$ cat src/hw/rtl/assert_macros.svh
// assertion helpers for the route table
`ifndef ASSERT_MACROS_SVH
`define ASSERT_MACROS_SVH

// property that must hold outside reset
`define ASSERT_RST(label, clk, rst_n, prop, msg) \
    label: assert property (@(posedge clk) disable iff (!rst_n) prop) else $error(msg);

// plain clocked property
`define ASSERT_CLK(label, clk, prop, msg) \
    label: assert property (@(posedge clk) prop) else $error(msg);

`endif

$ cat src/hw/rtl/iprt_pkg.sv
package iprt_pkg;

    localparam int TableDepth = 32;
    localparam int IfaceCount = 8;
    localparam int IdxW = $clog2(TableDepth);
    localparam int CntW = $clog2(TableDepth + 1);

    typedef logic [1:0] t_cmd;
    localparam t_cmd CmdAdd    = 2'd0;
    localparam t_cmd CmdDelete = 2'd1;
    localparam t_cmd CmdLookup = 2'd2;

    typedef logic [1:0] t_status;
    localparam t_status StOk       = 2'd0;
    localparam t_status StNotFound = 2'd1;
    localparam t_status StNoRoute  = 2'd2;
    localparam t_status StFull     = 2'd3;

    typedef enum logic [2:0] {
        S_IDLE, S_SCAN, S_SHIFT, S_RESULT, S_HOLD
    } t_state;

    // controller to datapath
    typedef struct packed {
        logic load;      // capture input beat, clear scan
        logic write_new; // add: write entry at count
        logic scan_step; // compare entry at scan index, advance
        logic shift_step;// move entry idx+1 down to idx
        logic finish;    // form result register
        logic [1:0] fin_kind; // status selector for finish
    } t_ctl;

    // datapath to controller
    typedef struct packed {
        logic full;
        logic scan_done;  // scan index reached count
        logic del_hit;    // delete match in current compare
        logic shift_done; // shift reached last live slot
        logic found;
    } t_sts;

    function automatic logic [5:0] prefix_of_mask(input logic [31:0] m);
        logic [5:0] p;
        p = 6'd0;
        for (int k = 31; k >= 0; k--) begin
            if (m[k]) p = 6'(32 - k);
        end
        return p;
    endfunction

    function automatic logic [31:0] mask_of_prefix(input logic [5:0] p);
        logic [31:0] m;
        if (p == 6'd0) m = 32'd0;
        else if (p >= 6'd32) m = 32'hFFFF_FFFF;
        else m = 32'hFFFF_FFFF << (6'd32 - p);
        return m;
    endfunction

endpackage

$ cat src/hw/rtl/iprt_ctrl.sv
`include "assert_macros.svh"
module iprt_ctrl (
    input  logic              i_clk,
    input  logic              i_rst_n,
    input  logic              i_in_fire,
    input  iprt_pkg::t_cmd    i_cmd,
    input  logic              i_out_fire,
    input  iprt_pkg::t_sts    i_sts,
    output iprt_pkg::t_ctl    o_ctl,
    output logic              o_in_ready,
    output logic              o_out_valid
);
    iprt_pkg::t_state r_state, n_state;
    iprt_pkg::t_cmd   r_cmd, n_cmd;

    always_ff @(posedge i_clk) begin
        if (!i_rst_n) begin
            r_state <= iprt_pkg::S_IDLE;
            r_cmd   <= iprt_pkg::CmdAdd;
        end else begin
            r_state <= n_state;
            r_cmd   <= n_cmd;
        end
    end

    always_comb begin
        n_state = r_state;
        n_cmd = r_cmd;
        o_ctl = '0;
        o_in_ready = 1'b0;
        o_out_valid = 1'b0;
        unique case (r_state)
            iprt_pkg::S_IDLE: begin
                o_in_ready = 1'b1;
                if (i_in_fire) begin
                    o_ctl.load = 1'b1;
                    n_cmd = i_cmd;
                    n_state = (i_cmd == iprt_pkg::CmdDelete || i_cmd == iprt_pkg::CmdLookup)
                        ? iprt_pkg::S_SCAN : iprt_pkg::S_RESULT;
                end
            end
            iprt_pkg::S_SCAN: begin
                if (i_sts.scan_done) begin
                    n_state = iprt_pkg::S_RESULT;
                end else if (r_cmd == iprt_pkg::CmdDelete && i_sts.del_hit) begin
                    n_state = iprt_pkg::S_SHIFT;
                end else begin
                    o_ctl.scan_step = 1'b1;
                end
            end
            iprt_pkg::S_SHIFT: begin
                o_ctl.shift_step = 1'b1;
                if (i_sts.shift_done) n_state = iprt_pkg::S_RESULT;
            end
            iprt_pkg::S_RESULT: begin
                o_ctl.finish = 1'b1;
                o_ctl.fin_kind = r_cmd;
                if (r_cmd == iprt_pkg::CmdAdd && !i_sts.full) o_ctl.write_new = 1'b1;
                n_state = iprt_pkg::S_HOLD;
            end
            iprt_pkg::S_HOLD: begin
                o_out_valid = 1'b1;
                if (i_out_fire) n_state = iprt_pkg::S_IDLE;
            end
            default: n_state = iprt_pkg::S_IDLE;
        endcase
    end

    `ASSERT_RST(a_shift_only_delete, i_clk, i_rst_n,
        (r_state == iprt_pkg::S_SHIFT) |-> (r_cmd == iprt_pkg::CmdDelete), "shift outside delete")
    `ASSERT_RST(a_hold_after_result, i_clk, i_rst_n,
        (r_state == iprt_pkg::S_RESULT) |=> (r_state == iprt_pkg::S_HOLD), "result not held")
    `ASSERT_RST(a_no_accept_busy, i_clk, i_rst_n,
        o_out_valid |-> !o_in_ready, "accept while result pending")
endmodule

$ cat src/hw/rtl/iprt_datapath.sv
`include "assert_macros.svh"
module iprt_datapath (
    input  logic                 i_clk,
    input  logic                 i_rst_n,
    input  iprt_pkg::t_ctl       i_ctl,
    input  logic [1:0]           i_cmd,
    input  logic [31:0]          i_dest,
    input  logic [31:0]          i_gw,
    input  logic [31:0]          i_mask,
    input  logic [2:0]           i_iface,
    input  logic                 i_via,
    input  logic [7:0]           i_up_mask,
    output iprt_pkg::t_sts       o_sts,
    output logic [1:0]           o_status,
    output logic [31:0]          o_route_gw,
    output logic [2:0]           o_route_iface,
    output logic                 o_route_flag
);
    localparam int IW = iprt_pkg::IdxW;
    localparam int CW = iprt_pkg::CntW;

    logic [31:0] r_mem_dest [iprt_pkg::TableDepth];
    logic [31:0] r_mem_gw   [iprt_pkg::TableDepth];
    logic [9:0]  r_mem_attr [iprt_pkg::TableDepth];

    logic [CW-1:0] r_count;
    logic [CW-1:0] r_idx;
    logic [31:0] r_dest, r_gw, r_mask;
    logic [5:0]  r_prefix;
    logic [2:0]  r_iface;
    logic        r_via;
    logic        r_found;
    logic        r_del_hit;
    logic [5:0]  r_best_p;
    logic [31:0] r_best_gw;
    logic [3:0]  r_best_attr;
    logic [1:0]  r_status;
    logic [31:0] r_out_gw;
    logic [2:0]  r_out_iface;
    logic        r_out_flag;

    logic [IW-1:0] rd_idx, nx_idx;
    logic [31:0] e_dest, e_gw;
    logic [9:0]  e_attr;
    logic [31:0] lmask;
    logic        up, look_hit, del_hit;

    assign rd_idx = r_idx[IW-1:0];
    assign nx_idx = IW'(r_idx + CW'(1));
    assign e_dest = r_mem_dest[rd_idx];
    assign e_gw   = r_mem_gw[rd_idx];
    assign e_attr = r_mem_attr[rd_idx];
    assign lmask  = iprt_pkg::mask_of_prefix(e_attr[5:0]);
    assign up = (32'(e_attr[8:6]) < 32'(iprt_pkg::IfaceCount)) && i_up_mask[e_attr[8:6]];
    assign look_hit = up && ((e_dest & lmask) == (r_dest & lmask));
    assign del_hit = (e_attr[5:0] == r_prefix) && ((e_dest & r_mask) == (r_dest & r_mask));

    assign o_sts.full = (r_count >= CW'(iprt_pkg::TableDepth));
    assign o_sts.scan_done = (r_idx >= r_count);
    assign o_sts.del_hit = del_hit;
    assign o_sts.shift_done = (r_idx + CW'(1) >= r_count);
    assign o_sts.found = r_found;

    always_ff @(posedge i_clk) begin
        if (i_ctl.write_new) begin
            r_mem_dest[r_count[IW-1:0]] <= r_dest;
            r_mem_gw[r_count[IW-1:0]]   <= r_gw;
            r_mem_attr[r_count[IW-1:0]] <= {r_via, r_iface, r_prefix};
        end else if (i_ctl.shift_step && !o_sts.shift_done) begin
            r_mem_dest[rd_idx] <= r_mem_dest[nx_idx];
            r_mem_gw[rd_idx]   <= r_mem_gw[nx_idx];
            r_mem_attr[rd_idx] <= r_mem_attr[nx_idx];
        end
    end

    always_ff @(posedge i_clk) begin
        if (!i_rst_n) begin
            r_count   <= '0;
            r_idx     <= '0;
            r_found   <= 1'b0;
            r_del_hit <= 1'b0;
        end else begin
            if (i_ctl.load) begin
                r_idx <= '0;
                r_found <= 1'b0;
                r_del_hit <= 1'b0;
            end else if (i_ctl.scan_step) begin
                r_idx <= r_idx + CW'(1);
                if (look_hit && (!r_found || e_attr[5:0] > r_best_p)) r_found <= 1'b1;
            end else if (i_ctl.shift_step) begin
                r_idx <= r_idx + CW'(1);
                r_del_hit <= 1'b1;
                if (o_sts.shift_done) r_count <= r_count - CW'(1);
            end
            if (i_ctl.write_new) r_count <= r_count + CW'(1);
        end
    end

    always_ff @(posedge i_clk) begin
        if (i_ctl.load) begin
            r_dest <= i_dest;
            r_gw <= i_gw;
            r_mask <= i_mask;
            r_prefix <= iprt_pkg::prefix_of_mask(i_mask);
            r_iface <= i_iface;
            r_via <= i_via;
        end
        if (i_ctl.scan_step && look_hit && (!r_found || e_attr[5:0] > r_best_p)) begin
            r_best_p <= e_attr[5:0];
            r_best_gw <= e_gw;
            r_best_attr <= e_attr[9:6];
        end
        if (i_ctl.finish) begin
            r_out_gw <= '0;
            r_out_iface <= '0;
            r_out_flag <= 1'b0;
            unique case (i_ctl.fin_kind)
                iprt_pkg::CmdAdd:
                    r_status <= o_sts.full ? iprt_pkg::StFull : iprt_pkg::StOk;
                iprt_pkg::CmdDelete:
                    r_status <= r_del_hit ? iprt_pkg::StOk : iprt_pkg::StNotFound;
                iprt_pkg::CmdLookup: begin
                    if (r_found) begin
                        r_status <= iprt_pkg::StOk;
                        r_out_gw <= r_best_gw;
                        r_out_iface <= r_best_attr[2:0];
                        r_out_flag <= r_best_attr[3];
                    end else begin
                        r_status <= iprt_pkg::StNoRoute;
                    end
                end
                default: r_status <= iprt_pkg::StOk;
            endcase
        end
    end

    assign o_status = r_status;
    assign o_route_gw = r_out_gw;
    assign o_route_iface = r_out_iface;
    assign o_route_flag = r_out_flag;

    // i_cmd only used for checking
    `ASSERT_RST(a_count_bound, i_clk, i_rst_n,
        r_count <= CW'(iprt_pkg::TableDepth), "entry count over depth")
    `ASSERT_RST(a_load_clears, i_clk, i_rst_n,
        i_ctl.load |=> (r_idx == '0 && !r_found), "scan not restarted")
    `ASSERT_RST(a_write_add, i_clk, i_rst_n,
        i_ctl.load && (i_cmd == iprt_pkg::CmdLookup) |=> !i_ctl.write_new,
        "write after lookup")
endmodule

$ cat src/hw/rtl/ipv4_prefix_route_table.sv
// channel  | group       | beat contents (low bit up)
// input    | s_axis_*    | tdata: command[1:0] dest_addr[33:2] gateway_addr[65:34]
//          |             |        net_mask[97:66] iface_select[100:98] via_gateway[101]
// output   | m_axis_*    | tdata: status[1:0] route_gateway[33:2] route_iface[36:34]
//          |             |        route_is_gateway[37]
// config   | i_cfg_*     | interface_up_mask, written when i_cfg_we is high
//
// add skips the scan: the entry is written at the entry count when the result is formed
// delete and lookup scan the entries from slot 0, one entry per cycle;
// a delete hit stops the scan and shifts the later entries down one slot at a time
// the entry memory read at the scan index sets the scan rate
// synchronous active-low reset clears the entry count and config register
// one beat at a time: input is refused until the result beat is taken
module ipv4_prefix_route_table (
    input  logic         i_clk,
    input  logic         i_rst_n,
    input  logic         s_axis_tvalid,
    output logic         s_axis_tready,
    input  logic [103:0] s_axis_tdata,  // command, dest_addr, gateway_addr, net_mask,
                                        // iface_select, via_gateway
    output logic         m_axis_tvalid,
    input  logic         m_axis_tready,
    output logic [39:0]  m_axis_tdata,  // status, route_gateway, route_iface, route_is_gateway
    input  logic         i_cfg_we,
    input  logic [7:0]   i_cfg_wdata
);
    iprt_pkg::t_ctl ctl;
    iprt_pkg::t_sts sts;
    logic [7:0] r_up_mask;
    logic [1:0] status;
    logic [31:0] route_gw;
    logic [2:0] route_iface;
    logic route_flag;

    // interface up mask
    always_ff @(posedge i_clk) begin
        if (!i_rst_n) r_up_mask <= '0;
        else if (i_cfg_we) r_up_mask <= i_cfg_wdata;
    end

    iprt_ctrl u_ctrl (
        .i_clk(i_clk), .i_rst_n(i_rst_n),
        .i_in_fire(s_axis_tvalid && s_axis_tready),
        .i_cmd(s_axis_tdata[1:0]),
        .i_out_fire(m_axis_tvalid && m_axis_tready),
        .i_sts(sts), .o_ctl(ctl),
        .o_in_ready(s_axis_tready), .o_out_valid(m_axis_tvalid)
    );

    iprt_datapath u_dp (
        .i_clk(i_clk), .i_rst_n(i_rst_n), .i_ctl(ctl),
        .i_cmd(s_axis_tdata[1:0]),
        .i_dest(s_axis_tdata[33:2]), .i_gw(s_axis_tdata[65:34]),
        .i_mask(s_axis_tdata[97:66]), .i_iface(s_axis_tdata[100:98]),
        .i_via(s_axis_tdata[101]), .i_up_mask(r_up_mask),
        .o_sts(sts), .o_status(status), .o_route_gw(route_gw),
        .o_route_iface(route_iface), .o_route_flag(route_flag)
    );

    assign m_axis_tdata = {2'b00, route_flag, route_iface, route_gw, status};
endmodule

$ cat config.mk
export PLATFORM = sky130hd
export DESIGN_NAME = ipv4_prefix_route_table
export DESIGN_NICKNAME = d
export VERILOG_FILES = /design/src/hw/rtl/iprt_pkg.sv /design/src/hw/rtl/iprt_ctrl.sv /design/src/hw/rtl/iprt_datapath.sv /design/src/hw/rtl/ipv4_prefix_route_table.sv
export VERILOG_INCLUDE_DIRS = /design/src /design/src/hw/rtl
export SDC_FILE = /design/constraint.sdc
export NUM_CORES = 2
export LEC_CHECK = 0
export BUFFER_PORTS_ARGS = -buffer_cell sky130_fd_sc_hd__buf_2
export CORE_MARGIN = 3
export CORE_UTILIZATION = 50
export DETAILED_ROUTE_END_ITERATION = 10
export PLACE_DENSITY = 0.76
export SYNTH_ARGS = -nofsm -noshare
export SYNTH_HDL_FRONTEND = slang
export SYNTH_SLANG_ARGS = --single-unit
$ cat constraint.sdc
create_clock -name i_clk -period 11.9 [get_ports i_clk]
set_input_delay 1.19 -clock i_clk [delete_from_list [all_inputs] [get_ports i_clk]]
set_output_delay 1.19 -clock i_clk [all_outputs]
set_load 0.1 [all_outputs]
# --- After elaboration in Yosys (flattened, before gate mapping) ---
# Memories as Yosys holds them, arrays and structs flattened. A register that Yosys moved wholly into a read port is not among the register bits.
# Cells that the tools add are included.
# Widths: inputs -> output; s select.
word_totals:
  register_bits: 181
  ramBits: 2368
  input_bits: 117
  output_inout_bits: 42
  elab_cells: 171
  memories: 3
op_classes:
  add_sub_neg: 4
  magnitude_cmp: 6
  eq_ne: 18
  shift: 1
  n_mux: 82
  bitwise_logic: 6
  reduce_logical: 32
mem_list:
  columns: ["memory", "depth", "word_bits", "rd", "rd_clocked_by_memory_dff", "write_ports", "line_no", "text"]
  rows:
  - ["u_dp.r_mem_dest", 32, 32, 2, 1, 1, "iprt_datapath.sv:22", "logic [31:0] r_mem_dest [iprt_pkg::TableDepth];"]
  - ["u_dp.r_mem_gw", 32, 32, 2, 1, 1, "iprt_datapath.sv:23", "logic [31:0] r_mem_gw [iprt_pkg::TableDepth];"]
  - ["u_dp.r_mem_attr", 32, 10, 2, 1, 1, "iprt_datapath.sv:24", "logic [9:0] r_mem_attr [iprt_pkg::TableDepth];"]
op_table:
  columns: ["operator", "n"]
  rows:
  - ["$and 32x32->32", 4]
  - ["$mux 32", 4]
  - ["$mux 5", 23]
  - ["$eq 32x32->1", 2]
  - ["$reduce_or 32->1", 2]
  - ["$mux 6", 7]
  - ["$mux 4", 8]
  - ["$shl 32x6->32 const A", 1]
  - ["$mux 3", 10]
  - ["$mux 1", 21]
  - ["$pmux 3 s5", 1]
  - ["$add 6x1->6 const B", 2]
  - ["$ge 6x6->1", 2]
  - ["$ge 6x6->1 const B", 2]
  - ["$logic_and 1x1->1", 10]
  - ["$mux 10", 1]
  - ["$mux 2", 5]
  - ["$reduce_or 10->1", 1]
  - ["$reduce_and 2->1", 4]
  - ["$reduce_and 4->1", 2]
  - ["$eq 2x1->1 const B", 3]
  - ["$eq 3x2->1 const B", 2]
  - ["$eq 6x6->1", 1]
  - ["$gt 6x6->1", 1]
  - ["other kinds (19)", 30]

# --- Depth between registers and ports, before layout ---
logic_depth:
  depth_word: 31
  ltp_mapped: 20
  mapped_depth_nobuf: 16

# --- By module ---
# From an unflattened synthesis, not the netlist that was laid out.
hier_totals:
  cells_unflattened: 5828
  hier_area_um2: 118628.8
modules_own_cells:
  columns: ["module", "instances", "cells_per_inst", "area_each_um2", "seq_area_each_um2"]
  rows:
  - ["iprt_datapath", 1, 5758, 117923.1, 77073.9]
  - ["iprt_ctrl", 1, 39, 365.4, 100.1]
  - ["ipv4_prefix_route_table", 1, 31, 340.3, 160.2]

# --- Worst setup path after synthesis ---
# Ideal clock, no wire load.
synth_path:
  path_kind: "register -> register"
  from: "register u_dp.r_idx[1]"
  to: "memory u_dp.r_mem_attr[12][0] (enable)"
  setup_ps: 507
  t_arrival_ps: 7145
  required_time_ps: 11393
  setup_slack_ps: 4249
  path_stages_with_launch: 17
  n_path_buf: 5
  period_less_slack_ps: 7651
  path_cell_list: "dfxtp_1 clkbuf_1 nand3_1 xnor2_1 clkbuf_1 clkbuf_1 ha_1 nor2b_1 o21ai_0 nand2b_1 a21oi_1 and2_1 clkbuf_1 clkbuf_1 a31oi_1 or2_2 nor2_1"
synth_via:
  elab_chain_cells: 9
  elab_cells_between_ends: 10
  cone_classes: "add/sub (1); order compare (1); mux (5); reduce/logical (3)"
synth_rtl:
  columns: ["element", "line_no", "text"]
  rows:
  - ["start, declared", "iprt_datapath.sv:27", "logic [CW-1:0] r_idx;"]
  - ["start signal, assigned", "iprt_datapath.sv:88", "r_idx <= r_idx + CW'(1);"]
  - ["start signal, assigned", "iprt_datapath.sv:91", "r_idx <= r_idx + CW'(1);"]
  - ["$add 6x1->6 *", "iprt_datapath.sv:61", "assign o_sts.shift_done = (r_idx + CW'(1) >= r_count);"]
  - ["net u_dp.nx_idx[3]", "iprt_datapath.sv:42", "logic [IW-1:0] rd_idx, nx_idx;"]
  - ["$ge 6x6->1 *", "iprt_datapath.sv:61", null]
  - ["$logic_not 1->1 *", "iprt_datapath.sv:69", "end else if (i_ctl.shift_step && !o_sts.shift_done) begin"]
  - ["$logic_and 1x1->1 *", "iprt_datapath.sv:69", null]
  - ["$mux 1 *", "iprt_datapath.sv:69", null]
  - ["$mux 1 *", "iprt_datapath.sv:65", "if (i_ctl.write_new) begin"]
  - ["$mux 1 (not written as such) *", "iprt_datapath.sv:72", "r_mem_attr[rd_idx] <= r_mem_attr[nx_idx];"]
  - ["$reduce_or 10->1 (no line)", null, null]
  - ["$mux 5 (no line) or $mux 1 (tied branches)", null, null]
  - ["end, declared", "iprt_datapath.sv:24", null]
# The timed path passes the listed nets; every way through them passes the cells marked *.

# --- Worst setup path after layout ---
layout_path:
  from: "register u_dp.r_idx[2]"
  to: "memory u_dp.r_mem_gw[22][31] (enable)"
layout_via:
  elab_chain_cells: 9
  elab_cells_between_ends: 10
  cone_classes: "add/sub (1); order compare (1); mux (5); reduce/logical (3)"
layout_rtl:
  columns: ["element", "line_no", "text"]
  rows:
  - ["$add 6x1->6", "iprt_datapath.sv:61", null]
  - ["$ge 6x6->1", "iprt_datapath.sv:61", null]
  - ["$logic_not 1->1", "iprt_datapath.sv:69", null]
  - ["$logic_and 1x1->1", "iprt_datapath.sv:69", null]
  - ["$mux 1", "iprt_datapath.sv:69", null]
  - ["$mux 1", "iprt_datapath.sv:65", null]
  - ["$mux 1 (not written as such)", "iprt_datapath.sv:71", "r_mem_gw[rd_idx] <= r_mem_gw[nx_idx];"]
  - ["$reduce_or 32->1 (no line)", null, null]
  - ["$mux 5 (no line) or $mux 1 (tied branches)", null, null]
  - ["end, declared", "iprt_datapath.sv:23", null]
# Several ways; a longest one is shown, not always the timed one.

==> summary.md <==
| Metric | Value |
|---|---|
| Crit start category | flip-flop |
| Core area | between 0.2 and 0.25 mm2 |
| Largest family of logic cells by synthesized area | multiplexers |
| Worst hold-check path type | input port to flip-flop |
| Crit Path Category | flip-flop to flip-flop |
| IO Pins | roughly 160 |
| Via-per-instance ratio | 7.16 |
| DRT Pass-1 Iters | 7 |
| Sequential-to-total area share from yosys stat | about 65% |
| PD cells | ~230 mW/mm2 |
| Clock Sinks | 2586 |
| Synth cell types | 88 |
| Fmax | 0.122 GHz |
| Xor and xnor area share after synthesis | less than 1% |
| Antenna viol nets, final | 0 |
| Vias in the first global route | 67378 |
| Hold path startpoint | s_axis_tdata[11] |
| Clock skew | 73.4 ps |
| Adder-cell share of the synthesized area | less than 1% |
| Num CTS Buffers | approximately 290 |
| Setup TNS | 0 ps |
| Drc violations | 0 |
| CTS tree | yes |
| Ratio of cells with drive above 1 in the final layout | about a third |
| RSZ-0062 raised after global routing | no |
| Final setup viols | 0 |
| CP required | approximately 12000 ps |
| Initial antenna violation count | 9 |
| Routed wire length | around 340000 um |
| Worst Hold End | u_dp.r_dest[9] |
| Clock transition at path regs | 60 ps |
| Post-place setup slack | around 3500 ps |
| Synth top area cells | edfxtp_1, mux4_2, mux2i_1 |
| Reg2reg setup slack | between 3000 and 4000 ps |
| Fill count | 17072 |
| Hold path cells | 1 |
| Most frequent cell after synthesis | edfxtp_1 |
| #FFs+latches synth | 2586 |
| CP arrival | between 8000 and 9000 ps |
| H-tree levels | 5 |
| Worst VDD drop | approximately 0.21 mV |
| Multi-input logic area | a little under 0.04 mm2 |
| CP max stage delay | approximately 880 ps |
| Worst path bufs/invs | 5 |
| Resized cells post-CTS | 0 |
| Total GRT Usage | between 20% and 30% |
| Total grt overflow | 0 |
| Post-Syn Instances | 5712 |
| Clk Latency, worst-skew pair | roughly 950 ps |
| Worst-margin pin slew | 1270 ps |
| Root Buffer | clkbuf_16 |
| Predominant post-synthesis flop cell | edfxtp_1 |
| Synth Area in Simple Gates | 2.41% |
| Synth cell count leaders | edfxtp_1, mux4_2, mux2i_1 |
| Cells along the critical path | buf_4, nand3_1, xnor2_2, buf_12, ha_1, nor2b_1, o21ai_0, nand2b_1, a21oi_1, and2_4, buf_4, a31oi_1, or2_2, nor2_4, buf_4, buf_4 |
| Share of the synthesized area in the top cell type | between 60% and 70% |
| Max-slew headroom | about 15% |
| Leak pwr | 39.8 nW |
| Tmin final | ~8200 ps |
| Yosys warns | 0 |
| Multiplexer share of the synthesized area | approximately 28% |
| Rows | around 180 |
| Crit-path slowest cell | dfxtp_4 |
| Max-slew violations | 0 |
| Top cell by count, worst path | buf_4 |
| I/O Buffers | approximately 150 |
| CP max FO | 81 |
| Placed cell count | between 8000 and 9000 |
| Final nets | 6099 |
| DPL Wire Length | 180000 um |
| Initial Utilization | 50.3% |
| Final WS setup | 3690 ps |
| Max-Cap Viols | 0 |
| Final Cycle Share | 69.0% |
| Status | finished, final reports clean |
| Synth Cell Area | around 0.12 mm2 |
| Hold bufs inserted after CTS | 0 |
| Post-synthesis async set-or-reset flop share | 0% |
| Post-CTS Setup Repair Bufs | 0 |
| Largest net degree at the start of global routing | around 150 |
| Final Hold Fails | 0 |
| Synth Area in Compound Gates | ~2.1% |
| Via count | around 67000 |
| Initial DRC count | 10431 |
| Register area | around 0.077 mm2 |
| Worst R2R End | u_dp.r_mem_gw[22][31] |
| CTS Buffer Depth | 4 |
| Leading area contributor after synthesis | edfxtp_1 |
| CP top delay family | buffers and inverters |
| Die width | a little under 500 um |
| Die height | approximately 490 um |
| FF-to-FF path depth | 16 |
| Avg Inst Size Synth | a little over 20 um2 |
| RR Startpoint | u_dp.r_idx[2] |
| First-pass GRT wire length | 483000 um |
| Non-Filler Instances | around 9300 |
| Layout area overhead | 11.8% |
| CP endpoint kind | flip-flop |
| Routed length per instance | approximately 36 um |
| Final RePlAce weighted congestion | ~0.86 |
| Post-synth EDFFs | ~2600 |
| Die area | about 0.24 mm2 |
==> report_power, final <==
part | switching, W | total (W) | internal (W) | leakage, nW
Clock | 0.00352 | 0.00856 | 0.00504 | 4.30
Sequential | 0.000335 | 0.0119 | 0.0116 | 23.3
Combinational | 0.00512 | 0.00935 | 0.00422 | 12.3
==> area by class of cell <==
cell class / instances / area share (%)
well taps: 3150 / 2.97
diodes: 3 / 0.00566
multi-input cells: 2674 / 29.9
repair buffers: 353 / 1.94
inverters: 50 / 0.156
flip-flops and latches: 2586 / 58.4
clock inverters: 126 / 0.918
clock buffers: 356 / 5.77
==> cell families (layout without fill, tap and decap cells) <==
| kind of cell | count (synthesis) | after routing |
|---|---|---|
| adders and majority gates | 29 | 29 |
| DFF | 2586 | 2586 |
| muxes | 1638 | 1638 |
| buffers and inverters | 453 | 885 |
| other | 1 | 5 |
| AOI/OAI and AO/OA | 375 | 375 |
| and+or+nand+nor | 583 | 583 |
| xor gates and xnor gates | 47 | 47 |
==> through the flow <==
stage / power [W] / instance area, um2 / hold WS (ps) / utilization [%]
after floorplan: 0.0189 / 119000 / 441 / -
after global placement: 0.0212 / 124000 / 482 / 52.5
after detailed placement: 0.0214 / 124000 / 492 / 52.5
after CTS: 0.0299 / 133000 / 379 / 56.2
after global routing: 0.0309 / 133000 / 403 / 56.2
final: 0.0299 / 133000 / 428 / 56.2
==> state kept, by name, summed over array words and instances (netlist names), 4 cells and up, named ones only <==
register and flops:
u_dp.r_best_gw 32, u_dp.r_best_attr 4, u_dp.r_mem_gw 1024, u_dp.r_mem_dest 1024, u_dp.r_idx 6, u_dp.r_count 6
u_dp.r_mem_attr 320, u_dp.r_prefix 6, u_dp.r_gw 32, u_dp.o_route_gw 32, u_dp.r_dest 32, u_dp.r_mask 32
u_dp.r_best_p 6, r_up_mask 8
==> placed cells by master, fill, tap and decap left out, types with 13 or more instances in the layout <==
master and count:
a22oi_1 87, buf_12 25, mux2i_1 302, xnor2_1 22
edfxtp_1 2554, a21oi_1 114, buf_4 174, buf_2 154
nand3_1 34, nand2b_1 19, xor2_1 23, nor2_4 32
clkinv_2 27, bufinv_16 23, nor4_1 13, inv_1 41
o22ai_1 35, nand2_1 165, dfxtp_1 23, clkbuf_16 296
mux4_2 1328, ha_1 26, and2_1 48, clkbuf_1 58
a31oi_1 17, nor3_1 21, nor2_1 132, nor2b_1 35
clkinv_1 56
==> routing by layer <==
layer | track usage (%) | share of wire (%) | up-vias
li1 | - | - | 25246
met3 | 6.69 | 12 | 949
met2 | 43.0 | 47 | 5233
met1 | 37.2 | 35 | 35166
met5 | 0 | 0.0062 | -
met4 | 13.3 | 5.5 | 4
==> how the worst max path moves through the flow <==
stage                        from                       to  depth (start not counted)
floorplan           u_dp.r_idx[1]   u_dp.r_mem_attr[12][0]                         16
global placement    u_dp.r_idx[0]  u_dp.r_mem_dest[13][21]                         11
detailed placement  u_dp.r_idx[0]   u_dp.r_mem_dest[28][3]                         11
CTS                 u_dp.r_idx[0]   u_dp.r_mem_dest[17][3]                         11
global route        u_dp.r_idx[0]   u_dp.r_mem_dest[17][3]                         11
finish              u_dp.r_idx[2]    u_dp.r_mem_gw[22][31]                         16
(Power assumes the default switching activity.)
